<file path="src/gcbe_pkg.sv">
`timescale 1ns / 1ps
`default_nettype none

package gcbe_pkg;

    localparam int unsigned DEF_MAX_SPREAD = 8;

    localparam int unsigned COV_W   = 8;
    localparam int unsigned PIX_W   = 32;
    localparam int unsigned FG_W    = 24;
    localparam int unsigned SPREAD_W = 4;
    localparam int unsigned CFG_IDX_W = 3;
    localparam int unsigned CFG_DAT_W = 32;

    localparam logic [PIX_W-1:0] ZERO_BASE   = 32'h8080_8080;
    localparam logic [PIX_W-1:0] BG_RESET    = 32'h8080_8080;
    localparam logic [7:0]       CHAN_MAX    = 8'hFF;
    localparam logic [SPREAD_W-1:0] SPREAD_RESET = 4'd1;

    // configuration register indexes
    localparam logic [CFG_IDX_W-1:0] CFG_FG_COLOR     = 3'd0;
    localparam logic [CFG_IDX_W-1:0] CFG_BG_COLOR     = 3'd1;
    localparam logic [CFG_IDX_W-1:0] CFG_PER_PIXEL_BG = 3'd2;
    localparam logic [CFG_IDX_W-1:0] CFG_EMBOLDEN     = 3'd3;
    localparam logic [CFG_IDX_W-1:0] CFG_SPREAD_WIDTH = 3'd4;

    typedef struct packed {
        logic                embolden;
        logic [SPREAD_W-1:0] spread_width;
    } t_win_cfg;

    typedef struct packed {
        logic [FG_W-1:0]  fg_color;
        logic [PIX_W-1:0] fixed_bg;
        logic             per_pixel_bg;
    } t_blend_cfg;

endpackage

`default_nettype wire

</file>
<file path="src/gcbe_window.sv">
`timescale 1ns / 1ps
`default_nettype none

module gcbe_window #(
    parameter int unsigned MAX_SPREAD = gcbe_pkg::DEF_MAX_SPREAD
) (
    input  wire logic                        i_clk,
    input  wire logic                        i_rst_n,
    input  wire gcbe_pkg::t_win_cfg          i_cfg,
    input  wire logic                        i_take,
    input  wire logic [gcbe_pkg::COV_W-1:0]  i_coverage,
    input  wire logic                        i_row_start,
    output logic      [gcbe_pkg::COV_W-1:0]  o_coverage_eff
);
    import gcbe_pkg::*;

    logic [COV_W-1:0] r_win [MAX_SPREAD];
    logic [COV_W-1:0] n_win [MAX_SPREAD];
    logic [COV_W-1:0] cov_max;

    // running maximum over the enabled window taps
    always_comb begin
        cov_max = i_coverage;
        if (i_cfg.embolden && !i_row_start) begin
            for (int i = 0; i < int'(MAX_SPREAD); i++) begin
                if ((i == 0 || 32'(i) < 32'(i_cfg.spread_width)) && r_win[i] > cov_max) begin
                    cov_max = r_win[i];
                end
            end
        end
    end

    assign o_coverage_eff = cov_max;

    // shift in the raw byte, row start drops older taps
    always_comb begin
        n_win[0] = i_coverage;
        for (int i = 1; i < int'(MAX_SPREAD); i++) begin
            n_win[i] = i_row_start ? '0 : r_win[i-1];
        end
    end

    always_ff @(posedge i_clk) begin
        if (!i_rst_n) begin
            for (int i = 0; i < int'(MAX_SPREAD); i++) begin
                r_win[i] <= '0;
            end
        end else if (i_take) begin
            for (int i = 0; i < int'(MAX_SPREAD); i++) begin
                r_win[i] <= n_win[i];
            end
        end
    end

endmodule

`default_nettype wire

</file>
<file path="src/gcbe_blend.sv">
`timescale 1ns / 1ps
`default_nettype none

module gcbe_blend (
    input  wire gcbe_pkg::t_blend_cfg        i_cfg,
    input  wire logic [gcbe_pkg::COV_W-1:0]  i_coverage,
    input  wire logic [gcbe_pkg::PIX_W-1:0]  i_dest_pixel,
    output logic                             o_write_enable,
    output logic      [gcbe_pkg::PIX_W-1:0]  o_new_pixel
);
    import gcbe_pkg::*;

    logic [PIX_W-1:0] base_sel;
    logic [PIX_W-1:0] base;
    logic [8:0]       alpha_sum;
    logic [7:0]       alpha;
    logic [7:0]       chan [3];

    // base + (fg - base) * cov / 256, quotient truncated toward zero
    function automatic logic [7:0] blend_chan(input logic [7:0] b, input logic [7:0] f,
                                              input logic [7:0] c);
        logic signed [8:0]  diff;
        logic signed [17:0] prod;
        logic signed [17:0] q;
        logic signed [17:0] sum;
        diff = $signed({1'b0, f}) - $signed({1'b0, b});
        prod = 18'(diff * $signed({1'b0, c}));
        q    = prod[17] ? ((prod + 18'sd255) >>> 8) : (prod >>> 8);
        sum  = $signed({10'd0, b}) + q;
        return sum[7:0];
    endfunction

    always_comb begin
        base_sel  = i_cfg.per_pixel_bg ? i_dest_pixel : i_cfg.fixed_bg;
        base      = (base_sel == '0) ? ZERO_BASE : base_sel;
        alpha_sum = {1'b0, base[31:24]} + {1'b0, i_coverage};
        alpha     = alpha_sum[8] ? CHAN_MAX : alpha_sum[7:0];
        for (int k = 0; k < 3; k++) begin
            chan[k] = blend_chan(base[8*k +: 8], i_cfg.fg_color[8*k +: 8], i_coverage);
        end
        o_write_enable = (i_coverage != '0);
        o_new_pixel    = o_write_enable ? {alpha, chan[2], chan[1], chan[0]} : '0;
    end

endmodule

`default_nettype wire

</file>
<file path="src/glyph_coverage_blend_embolden.sv">
`timescale 1ns / 1ps
`default_nettype none
// throughput: one transaction per cycle while i_m_tready holds; a two-register pipeline with a chained stall
// the running maximum settles in the input stage, the three 9x9 blend multiplies in the second
// reset: synchronous active low; clears valids, the coverage window and config registers
// (fixed background resets to 0x80808080, spread_width to 1, the rest to zero)

module glyph_coverage_blend_embolden #(
    parameter int unsigned MAX_SPREAD = gcbe_pkg::DEF_MAX_SPREAD
) (
    input  wire logic                              i_clk,
    input  wire logic                              i_rst_n,
    // configuration write port
    input  wire logic                              i_cfg_wr_en,
    input  wire logic [gcbe_pkg::CFG_IDX_W-1:0]    i_cfg_index,
    input  wire logic [gcbe_pkg::CFG_DAT_W-1:0]    i_cfg_data,
    // slave side
    input  wire logic                              i_s_tvalid,
    output logic                                   o_s_tready,
    input  wire logic [39:0]                       i_s_tdata,  // coverage[7:0], dest_pixel[39:8]
    input  wire logic                              i_s_tuser,  // row_start
    // master side
    output logic                                   o_m_tvalid,
    input  wire logic                              i_m_tready,
    output logic      [31:0]                       o_m_tdata,  // new_pixel[31:0]
    output logic                                   o_m_tuser   // write_enable
);
    import gcbe_pkg::*;

    // configuration registers
    logic [FG_W-1:0]     r_fg_color;
    logic [PIX_W-1:0]    r_fixed_bg;
    logic                r_per_pixel_bg;
    logic                r_embolden;
    logic [SPREAD_W-1:0] r_spread_width;

    always_ff @(posedge i_clk) begin
        if (!i_rst_n) begin
            r_fg_color     <= '0;
            r_fixed_bg     <= BG_RESET;
            r_per_pixel_bg <= 1'b0;
            r_embolden     <= 1'b0;
            r_spread_width <= SPREAD_RESET;
        end else if (i_cfg_wr_en) begin
            unique case (i_cfg_index)
                CFG_FG_COLOR:     r_fg_color     <= i_cfg_data[FG_W-1:0];
                CFG_BG_COLOR:     r_fixed_bg     <= i_cfg_data[PIX_W-1:0];
                CFG_PER_PIXEL_BG: r_per_pixel_bg <= i_cfg_data[0];
                CFG_EMBOLDEN:     r_embolden     <= i_cfg_data[0];
                CFG_SPREAD_WIDTH: r_spread_width <= i_cfg_data[SPREAD_W-1:0];
                default: ;  // unmapped index, write dropped
            endcase
        end
    end

    t_win_cfg   win_cfg;
    t_blend_cfg blend_cfg;

    assign win_cfg.embolden        = r_embolden;
    assign win_cfg.spread_width    = r_spread_width;
    assign blend_cfg.fg_color      = r_fg_color;
    assign blend_cfg.fixed_bg      = r_fixed_bg;
    assign blend_cfg.per_pixel_bg  = r_per_pixel_bg;

    // pipeline handshake: each stage moves when the one after it is empty or draining
    logic r_s1_valid;
    logic r_out_valid;
    logic out_free;
    logic s1_free;
    logic in_take;

    assign out_free   = !r_out_valid || i_m_tready;
    assign s1_free    = !r_s1_valid || out_free;
    assign o_s_tready = s1_free;
    assign in_take    = i_s_tvalid && s1_free;

    // stage 1: window maximum feeds the input register
    logic [COV_W-1:0] cov_eff;

    gcbe_window #(
        .MAX_SPREAD (MAX_SPREAD)
    ) u_window (
        .i_clk          (i_clk),
        .i_rst_n        (i_rst_n),
        .i_cfg          (win_cfg),
        .i_take         (in_take),
        .i_coverage     (i_s_tdata[7:0]),
        .i_row_start    (i_s_tuser),
        .o_coverage_eff (cov_eff)
    );

    logic [COV_W-1:0] r_s1_cov;
    logic [PIX_W-1:0] r_s1_dest;

    always_ff @(posedge i_clk) begin
        if (!i_rst_n) begin
            r_s1_valid <= 1'b0;
        end else if (s1_free) begin
            r_s1_valid <= i_s_tvalid;
        end
    end

    always_ff @(posedge i_clk) begin
        if (in_take) begin
            r_s1_cov  <= cov_eff;
            r_s1_dest <= i_s_tdata[39:8];
        end
    end

    // stage 2: blend into the result register
    logic             blend_we;
    logic [PIX_W-1:0] blend_pix;

    gcbe_blend u_blend (
        .i_cfg          (blend_cfg),
        .i_coverage     (r_s1_cov),
        .i_dest_pixel   (r_s1_dest),
        .o_write_enable (blend_we),
        .o_new_pixel    (blend_pix)
    );

    logic             r_out_we;
    logic [PIX_W-1:0] r_out_pix;

    always_ff @(posedge i_clk) begin
        if (!i_rst_n) begin
            r_out_valid <= 1'b0;
        end else if (out_free) begin
            r_out_valid <= r_s1_valid;
        end
    end

    always_ff @(posedge i_clk) begin
        if (out_free && r_s1_valid) begin
            r_out_we  <= blend_we;
            r_out_pix <= blend_pix;
        end
    end

    assign o_m_tvalid = r_out_valid;
    assign o_m_tdata  = r_out_pix;
    assign o_m_tuser  = r_out_we;

endmodule

`default_nettype wire

</file>
<file path="config.mk">
export PLATFORM = sky130hd
export DESIGN_NAME = glyph_coverage_blend_embolden
export DESIGN_NICKNAME = d
export VERILOG_FILES = /design/src/gcbe_pkg.sv /design/src/gcbe_window.sv /design/src/gcbe_blend.sv /design/src/glyph_coverage_blend_embolden.sv
export SDC_FILE = /design/constraint.sdc
export NUM_CORES = 1
export LEC_CHECK = 0
export BUFFER_PORTS_ARGS = -buffer_cell sky130_fd_sc_hd__buf_2
export CAP_MARGIN = 20
export CORE_MARGIN = 3
export CORE_UTILIZATION = 60
export CTS_BUF_LIST = sky130_fd_sc_hd__clkbuf_8 sky130_fd_sc_hd__clkbuf_16
export CTS_CLUSTER_DIAMETER = 150
export CTS_CLUSTER_SIZE = 12
export DETAILED_ROUTE_END_ITERATION = 10
export HOLD_SLACK_MARGIN = 0.06
export PLACE_DENSITY = 0.88
export SKIP_LAST_GASP = 1
export SLEW_MARGIN = 20
export SYNTH_ARGS = -nofsm -noshare
export SYNTH_HDL_FRONTEND = slang
export SYNTH_SLANG_ARGS = --single-unit
</file>
<file path="constraint.sdc">
create_clock -name i_clk -period 27.8 [get_ports i_clk]
set_clock_uncertainty 0.2 [all_clocks]
set_input_delay 4.17 -clock i_clk [delete_from_list [all_inputs] [get_ports i_clk]]
set_output_delay 4.17 -clock i_clk [all_outputs]
set_load 0.02 [all_outputs]
</file>
# Word level (Yosys, flattened, before mapping)
# Memories as Yosys holds them, arrays and structs flattened.
# Index checks and enable logic that the tools add are counted.
# W data, S select, Z words.
[word_totals] mem_count=1 word_cells=116 latchBits=0 rom_bits=0 out_inout_bits=35 reg_bits=137 in_bits=81 ramBits=64
[mem_list] memory="u_window.r_win" depth=8 word_bits=8 read_ports=8 rd_clocked_by_memory_dff=0 write_ports=8 line="gcbe_window.sv:17" source="logic [COV_W-1:0] r_win [MAX_SPREAD];"
[op_classes] mux=41 addsub=10 eq_ne=4 shifts=0 multipliers=3 bitwise_logic=8 n_reduce_logical=23 magnitude_cmp=15 div=0
[op_table] operator="$mux W8" count=35
[op_table] operator="$gt A8 B8 Y1" count=8
[op_table] operator="$mux W32" count=2
[op_table] operator="$mul A9 B9 Y18" count=3
[op_table] operator="$add A16 B9 Y16 const B" count=3
[op_table] operator="$logic_not A32 Y1" count=1
[op_table] operator="$sub A8 B8 Y9" count=3
[op_table] operator="$add A8 B8 Y8" count=3
[op_table] operator="$lt A3 B4 Y1 const A" count=4
[op_table] operator="$logic_and A1 B1 Y1" count=10
[op_table] operator="$reduce_and A2 Y1" count=5
[op_table] operator="$add A8 B8 Y9" count=1
[op_table] operator="$lt A2 B4 Y1 const A" count=2
[op_table] operator="$or A1 B1 Y1" count=8
[op_table] operator="$reduce_bool A8 Y1" count=1
[op_table] operator="$eq A3 B2 Y1 const B" count=2
[op_table] operator="$lt A1 B4 Y1 const A" count=1
[op_table] operator="$mux W1" count=4
[op_table] operator="$eq A3 B1 Y1 const B" count=1
[op_table] operator="$eq A3 B3 Y1 const B" count=1
[op_table] operator="$logic_not A1 Y1" count=3
[op_table] operator="$logic_not A3 Y1" count=1
[op_table] operator="$logic_or A1 B1 Y1" count=2

# Logic depth before layout (Yosys ltp)
# An unclocked memory read counts as a cell.
[depth] word_depth=32 depth_mapped=77 depth_no_buf=75

# Modules after synthesis
# From an unflattened synthesis, not the netlist that was laid out.
[unflattened] cells_unflattened=2397 hier_area_um2=22293.9
[by_module_without_submodules] mod="gcbe_blend" instances=1 seq_area_each_um2=0.0 area_each_um2=11931.4 cells_each=1486
[by_module_without_submodules] mod="gcbe_window" instances=1 seq_area_each_um2=1921.8 area_each_um2=5600.4 cells_each=583
[by_module_without_submodules] mod="glyph_coverage_blend_embolden" instances=1 seq_area_each_um2=3473.3 area_each_um2=4762.1 cells_each=328

# Worst setup path after synthesis
# Ideal clock, no wire load.
[synth_path] path_type="input to register" from="in i_s_tdata[1]" to="reg r_s1_cov[0] (data pin)" setup_ns=0.254 n_path_buf=2 slack_ns=10.000 arrival_time_ns=17.346 t_required_ns=27.346 cell_stages=75 path_cell_list="inv_1 -> ha_1 -> nor2b_1 -> o211ai_2 -> a21oi_1 -> o22ai_2 -> mux2i_1 -> ha_1 -> and4_1 -> nand4_1 -> nor2_1 -> mux2_1 -> nor2_1 -> mux2i_1 -> inv_1 -> ha_1 -> a21o_1 -> a21o_1 -> [... 39 more ...] -> inv_1 -> ha_1 -> nand4_1 -> nor2_1 -> inv_1 -> o311ai_0 -> o211a_1 -> buf_6 -> mux2_2 -> ha_1 -> o21ai_0 -> nand2b_1 -> a21oi_1 -> o21ai_0 -> o211a_1 -> nand2b_1 -> inv_1 -> a21o_1"
[synth_between] elab_chain_cells=31
[synth_rtl] item="start: declaration" line="glyph_coverage_blend_embolden.sv:20" source="input wire logic [39:0] i_s_tdata,"
[synth_rtl] item="$gt A8 B8 Y1" line="gcbe_window.sv:26" source="if ((i == 0 || 32'(i) < 32'(i_cfg.spread_width)) && r_win[i] > cov_max) begin"
[synth_rtl] item="$mux W8 *" line="gcbe_window.sv:26"
[synth_rtl] item="$mux W8 *" line="gcbe_window.sv:24" source="if (i_cfg.embolden && !i_row_start) begin"
[synth_rtl] item="$gt A8 B8 Y1" line="gcbe_window.sv:26"
[synth_rtl] item="$logic_and A1 B1 Y1" line="gcbe_window.sv:26"
[synth_rtl] item="$mux W8 *" line="gcbe_window.sv:26"
[synth_rtl] item="$mux W8 *" line="gcbe_window.sv:24"
[synth_rtl] item="$gt A8 B8 Y1" line="gcbe_window.sv:26"
[synth_rtl] item="[... 16 more ...]"
[synth_rtl] item="$logic_and A1 B1 Y1" line="gcbe_window.sv:26"
[synth_rtl] item="$mux W8 *" line="gcbe_window.sv:26"
[synth_rtl] item="$mux W8 *" line="gcbe_window.sv:24"
[synth_rtl] item="$gt A8 B8 Y1" line="gcbe_window.sv:26"
[synth_rtl] item="$logic_and A1 B1 Y1" line="gcbe_window.sv:26"
[synth_rtl] item="$mux W8 *" line="gcbe_window.sv:26"
[synth_rtl] item="$mux W8 *" line="gcbe_window.sv:24"
[synth_rtl] item="net cov_eff[0]" line="glyph_coverage_blend_embolden.sv:78" source="logic [COV_W-1:0] cov_eff;"
[synth_rtl] item="end signal: assignment" line="glyph_coverage_blend_embolden.sv:105" source="r_s1_cov <= cov_eff;"
[synth_rtl] item="end: declaration" line="glyph_coverage_blend_embolden.sv:92" source="logic [COV_W-1:0] r_s1_cov;"
# Mark *: on every way through the listed nets, which the timed path passes. The rest lies on a longest branch. The select of a mux whose other input is x is not followed.
# A chain may end at the register's enable or synchronous reset.

# Final worst setup path
[layout_path] from="in i_s_tdata[1]" to="reg r_s1_cov[1] (data pin)"
[layout_between] elab_chain_cells=31
[layout_rtl] item="$gt A8 B8 Y1" line="gcbe_window.sv:26"
[layout_rtl] item="$mux W8" line="gcbe_window.sv:26"
[layout_rtl] item="$mux W8" line="gcbe_window.sv:24"
[layout_rtl] item="$gt A8 B8 Y1" line="gcbe_window.sv:26"
[layout_rtl] item="$logic_and A1 B1 Y1" line="gcbe_window.sv:26"
[layout_rtl] item="$mux W8" line="gcbe_window.sv:26"
[layout_rtl] item="$mux W8" line="gcbe_window.sv:24"
[layout_rtl] item="$gt A8 B8 Y1" line="gcbe_window.sv:26"
[layout_rtl] item="[... 16 more ...]"
[layout_rtl] item="$logic_and A1 B1 Y1" line="gcbe_window.sv:26"
[layout_rtl] item="$mux W8" line="gcbe_window.sv:26"
[layout_rtl] item="$mux W8" line="gcbe_window.sv:24"
[layout_rtl] item="$gt A8 B8 Y1" line="gcbe_window.sv:26"
[layout_rtl] item="$logic_and A1 B1 Y1" line="gcbe_window.sv:26"
[layout_rtl] item="$mux W8" line="gcbe_window.sv:26"
[layout_rtl] item="$mux W8 *" line="gcbe_window.sv:24"
[layout_rtl] item="net cov_eff[1]" line="glyph_coverage_blend_embolden.sv:78"
# Marked as above.

==> summary.txt <==
Final layout
  • Final nets: 2750
  • Layout cells sized above 1: 0.08724
  • Final Core Density: 0.6625
  • Fin area: 22330 um^2
  • Area Overhead vs Synth: 8.093%

Clock tree
  • Deepest clock path buffer count: 3
  • Worst-Skew Late Latency: 540 ps
  • Level count of the clock H-tree: 1
  • CTS buffer count: 20
  • Setup bufs post-CTS: 0
  • Hold buffers post-CTS: 0
  • Root Buffer: clkbuf_16
  • Register clock-pin slew on the reported worst setup and hold paths: 60 ps
  • Clock sink count: 201
  • Post_cts resized: 0
  • CTS tree: built

Timing
  • Hold violation total from the final report: 0
  • Max Freq: 0.05043 GHz
  • Setup TNS: 0 ps
  • Clock period minus final worst setup slack: 19830 ps
  • Fin crit share: 0.7133
  • Relative max-transition margin: 0.2263
  • Worst-Margin Slew: 1161 ps
  • Final count of pins violating max slew: 0
  • Hold slack: 265.3 ps
  • Final Setup Violations: 0
  • RSZ-0062 raised after global routing: false

Die
  • Die ar.: 36690 um^2
  • Row Count: 67
  • Die H: 191.5 um
  • Die Width: 191.5 um
  • # IOs: 116
  • Core area: 33700 um^2
  • Initial Utilization: 0.6129

Logic synthesis
  • Post-synth top area share: 0.1992
  • Post-Synth Adder-Cell Area: 0.3115
  • Area contributors post-synth: edfxtp_1 20%, fa_1 18%, ha_1 13%
  • Compound-Gate Fraction of Synth Area: 0.1032
  • Syn_nets: 2656
  • Syn_area_per_cell: 9.505 um^2
  • Post-synth EDFFs: 137
  • FF+latch count, synth: 201
  • Synth async-reset ratio: 0
  • Synth Area in XOR/XNOR: 0.05004
  • Post-Synth Simple-Gate Area: 0.1500
  • Largest area contributor in the netlist: edfxtp_1
  • Main combinational cell family by area after synthesis: adder cells
  • Sequential fraction of the synthesis area: 0.2612
  • Netlist cell types: 71
  • Yosys Warn Count: 0
  • Multiplexer area fraction after synthesis: 0.04252
  • Synthesized netlist cell count: 2173
  • Synthesized area: 20650 um^2
  • Top FF cell, synth: edfxtp_1

Setup path
  • Critical path peak fanout: 13
  • CP max-delay cell: nor2_1
  • Kind of end point of the critical path: flip-flop
  • Critical path type: in -> reg
  • WP data arrival: 19910 ps
  • Worst Setup Start Kind: primary input
  • Critical Path RT: 27880 ps
  • Slowest cell delay on critical path: 570 ps

Detailed routing
  • First drt pass iteration count: 6
  • Vias: 15.72k
  • Post-Route WL: 50350 um
  • Avg Vias per Cell: 5.759
  • 1st-iter DRT viols: 1203
  • Antenna-violating nets left: 0
  • DRC viols: 0
  • Routed WL per cell: 18.44 um

GRT
  • GRT Residual Overflow: 0
  • Largest net degree at the start of global routing: 68
  • Total Routing Usage GR: 0.2851
  • Global-route wire length before repair: 83760 um
  • Vias in the first global route: 16.99k
  • Initial antenna violation count: 0

Placed design
  • DP Area: 21710 um^2
  • RD Place Congestion: 0.9725
  • HPWL Detailed: 38830 um
  • Port Buffer Count: 115

Power
  • Peak supply drop: 0.09124 mV
  • PD cells: 124.5 nW/um^2
  • Lkg Pwr: 0.01088 uW

Min path
  • Worst min path class: reg -> reg

Run status
  • Status: complete, no violations

Run
  • Maxcap violations: 0
==> registers in the layout, indices dropped and copies added, names as in the netlist <==
register and cells:
u_window.r_win 64, o_m_tdata 32, r_fixed_bg 32, r_s1_dest 32, r_fg_color 24, r_s1_cov 8
r_spread_width 4, o_m_tuser 1, o_m_tvalid 1, r_embolden 1, r_per_pixel_bg 1, r_s1_valid 1
==> placed cells by master (no fill, tap or decap), types with 3 or more instances in the layout <==
master	instances
buf_4	14
fa_1	187
o21ai_0	27
nand2b_1	9
and2_1	168
nand4bb_1	3
nand3_1	15
dfxtp_1	63
a31oi_1	3
o21ai_1	9
nor2_1	59
inv_1	403
nand4b_1	3
o211a_1	3
clkbuf_16	20
nand2_1	244
xnor2_1	82
mux2i_1	61
nor2b_1	44
o21bai_1	36
o31ai_1	3
a21boi_0	54
o21a_1	5
and3_1	9
a21o_1	42
nor4bb_1	3
buf_2	115
a211oi_1	6
nand4_1	19
ha_1	215
or4_1	4
a21oi_1	103
xor2_1	36
nor4_1	7
edfxtp_1	137
mux2_2	19
==> per-stage QoR <==
stage	power, uW	instances	setup slack, ps
global placement	2409	2692	8710
floorplan	2088	2173	10000
finish	2779	2730	7971
detailed placement	2513	2692	7853
CTS	2783	2728	8311
global route	3088	2729	6757
==> report_power, final <==
group / switching [uW] / total, uW / internal (uW)
Combinational: 1170 / 2080 / 913
Sequential: 15.2 / 445 / 430
Clock: 123 / 255 / 131
Total: 1300 / 2780 / 1470
==> critical path: cells and delay by family <==
kind / cells / cell delay [ps]
AO/OA/AOI/OAI: 36 / 7850
buffers and inverters: 7 / 630
adder cells (fa/ha/maj): 8 / 2450
multiplexers: 7 / 1990
AND/OR/NAND/NOR: 16 / 2780
==> per-layer routing <==
| layer | vias up | track usage | part of all wire |
|---|---|---|---|
| li1 | 7239 | - | - |
| met2 | 698 | 0.4793 | 0.48 |
| met3 | 153 | 0.05795 | 0.092 |
| met5 | - | 0 | 0 |
| met4 | 0 | 0.1109 | 0.043 |
| met1 | 7631 | 0.3627 | 0.39 |
==> final timing paths <==
check	startpoint	to	slack, ps	cells after the start
setup / recovery	i_s_tdata[1]	r_s1_cov[1]$_DFFE_PP_	7970	74
hold / removal	r_fixed_bg[19]$_SDFFE_PN0P_	r_fixed_bg[19]$_SDFFE_PN0P_	270	2
setup reg to reg	u_window.r_win[0][3]$_SDFFCE_PN0P_	r_s1_cov[1]$_DFFE_PP_	11340	71
hold reg to reg	r_fixed_bg[19]$_SDFFE_PN0P_	r_fixed_bg[19]$_SDFFE_PN0P_	270	2
==> cell families (layout without fill, tap and decap cells) <==
kind of cell / after synthesis / after routing
AND/OR/NAND/NOR: 607 / 607
buffers and inverters: 447 / 555
adder cells (fa/ha/maj): 402 / 402
AO/OA/AOI/OAI: 314 / 314
flip-flops: 201 / 201
XOR/XNOR: 118 / 118
multiplexers: 84 / 84
other: 0 / 1
==> cell type report <==
type                            count  area, um^2
Timing Repair Buffer              130       708.2
Clock inverter                     16       87.58
Tap cell                          448       560.5
Clock buffer                       20       500.5
Antenna cell                        1       2.502
Multi-Input combinational cell   1525       13610
Inverter                          389        1460
Sequential cell                   201        5396
Fill cell                        2493       11370
==> Yosys cell counts (all sizes together), types with 3 or more instances <==
cell type,n
nand2b,10
and2,169
fa,187
xnor2,82
a211oi,7
edfxtp,137
clkbuf,52
o221ai,3
inv,389
a21o,42
o21ai,37
nand4,19
xor2,36
a21boi,54
nand4b,3
or4,4
nand3,15
o31ai,3
nor4b,3
a31oi,3
nor2b,45
nor2,60
nand4bb,3
mux2,21
nand2,244
nor4,7
buf,6
dfxtp,64
ha,215
o21bai,36
mux2i,63
a21oi,103
o21a,5
nor4bb,4
o211a,3
and3,10
a221oi,3
o211ai,3
Power figures use the tool's default switching activity.
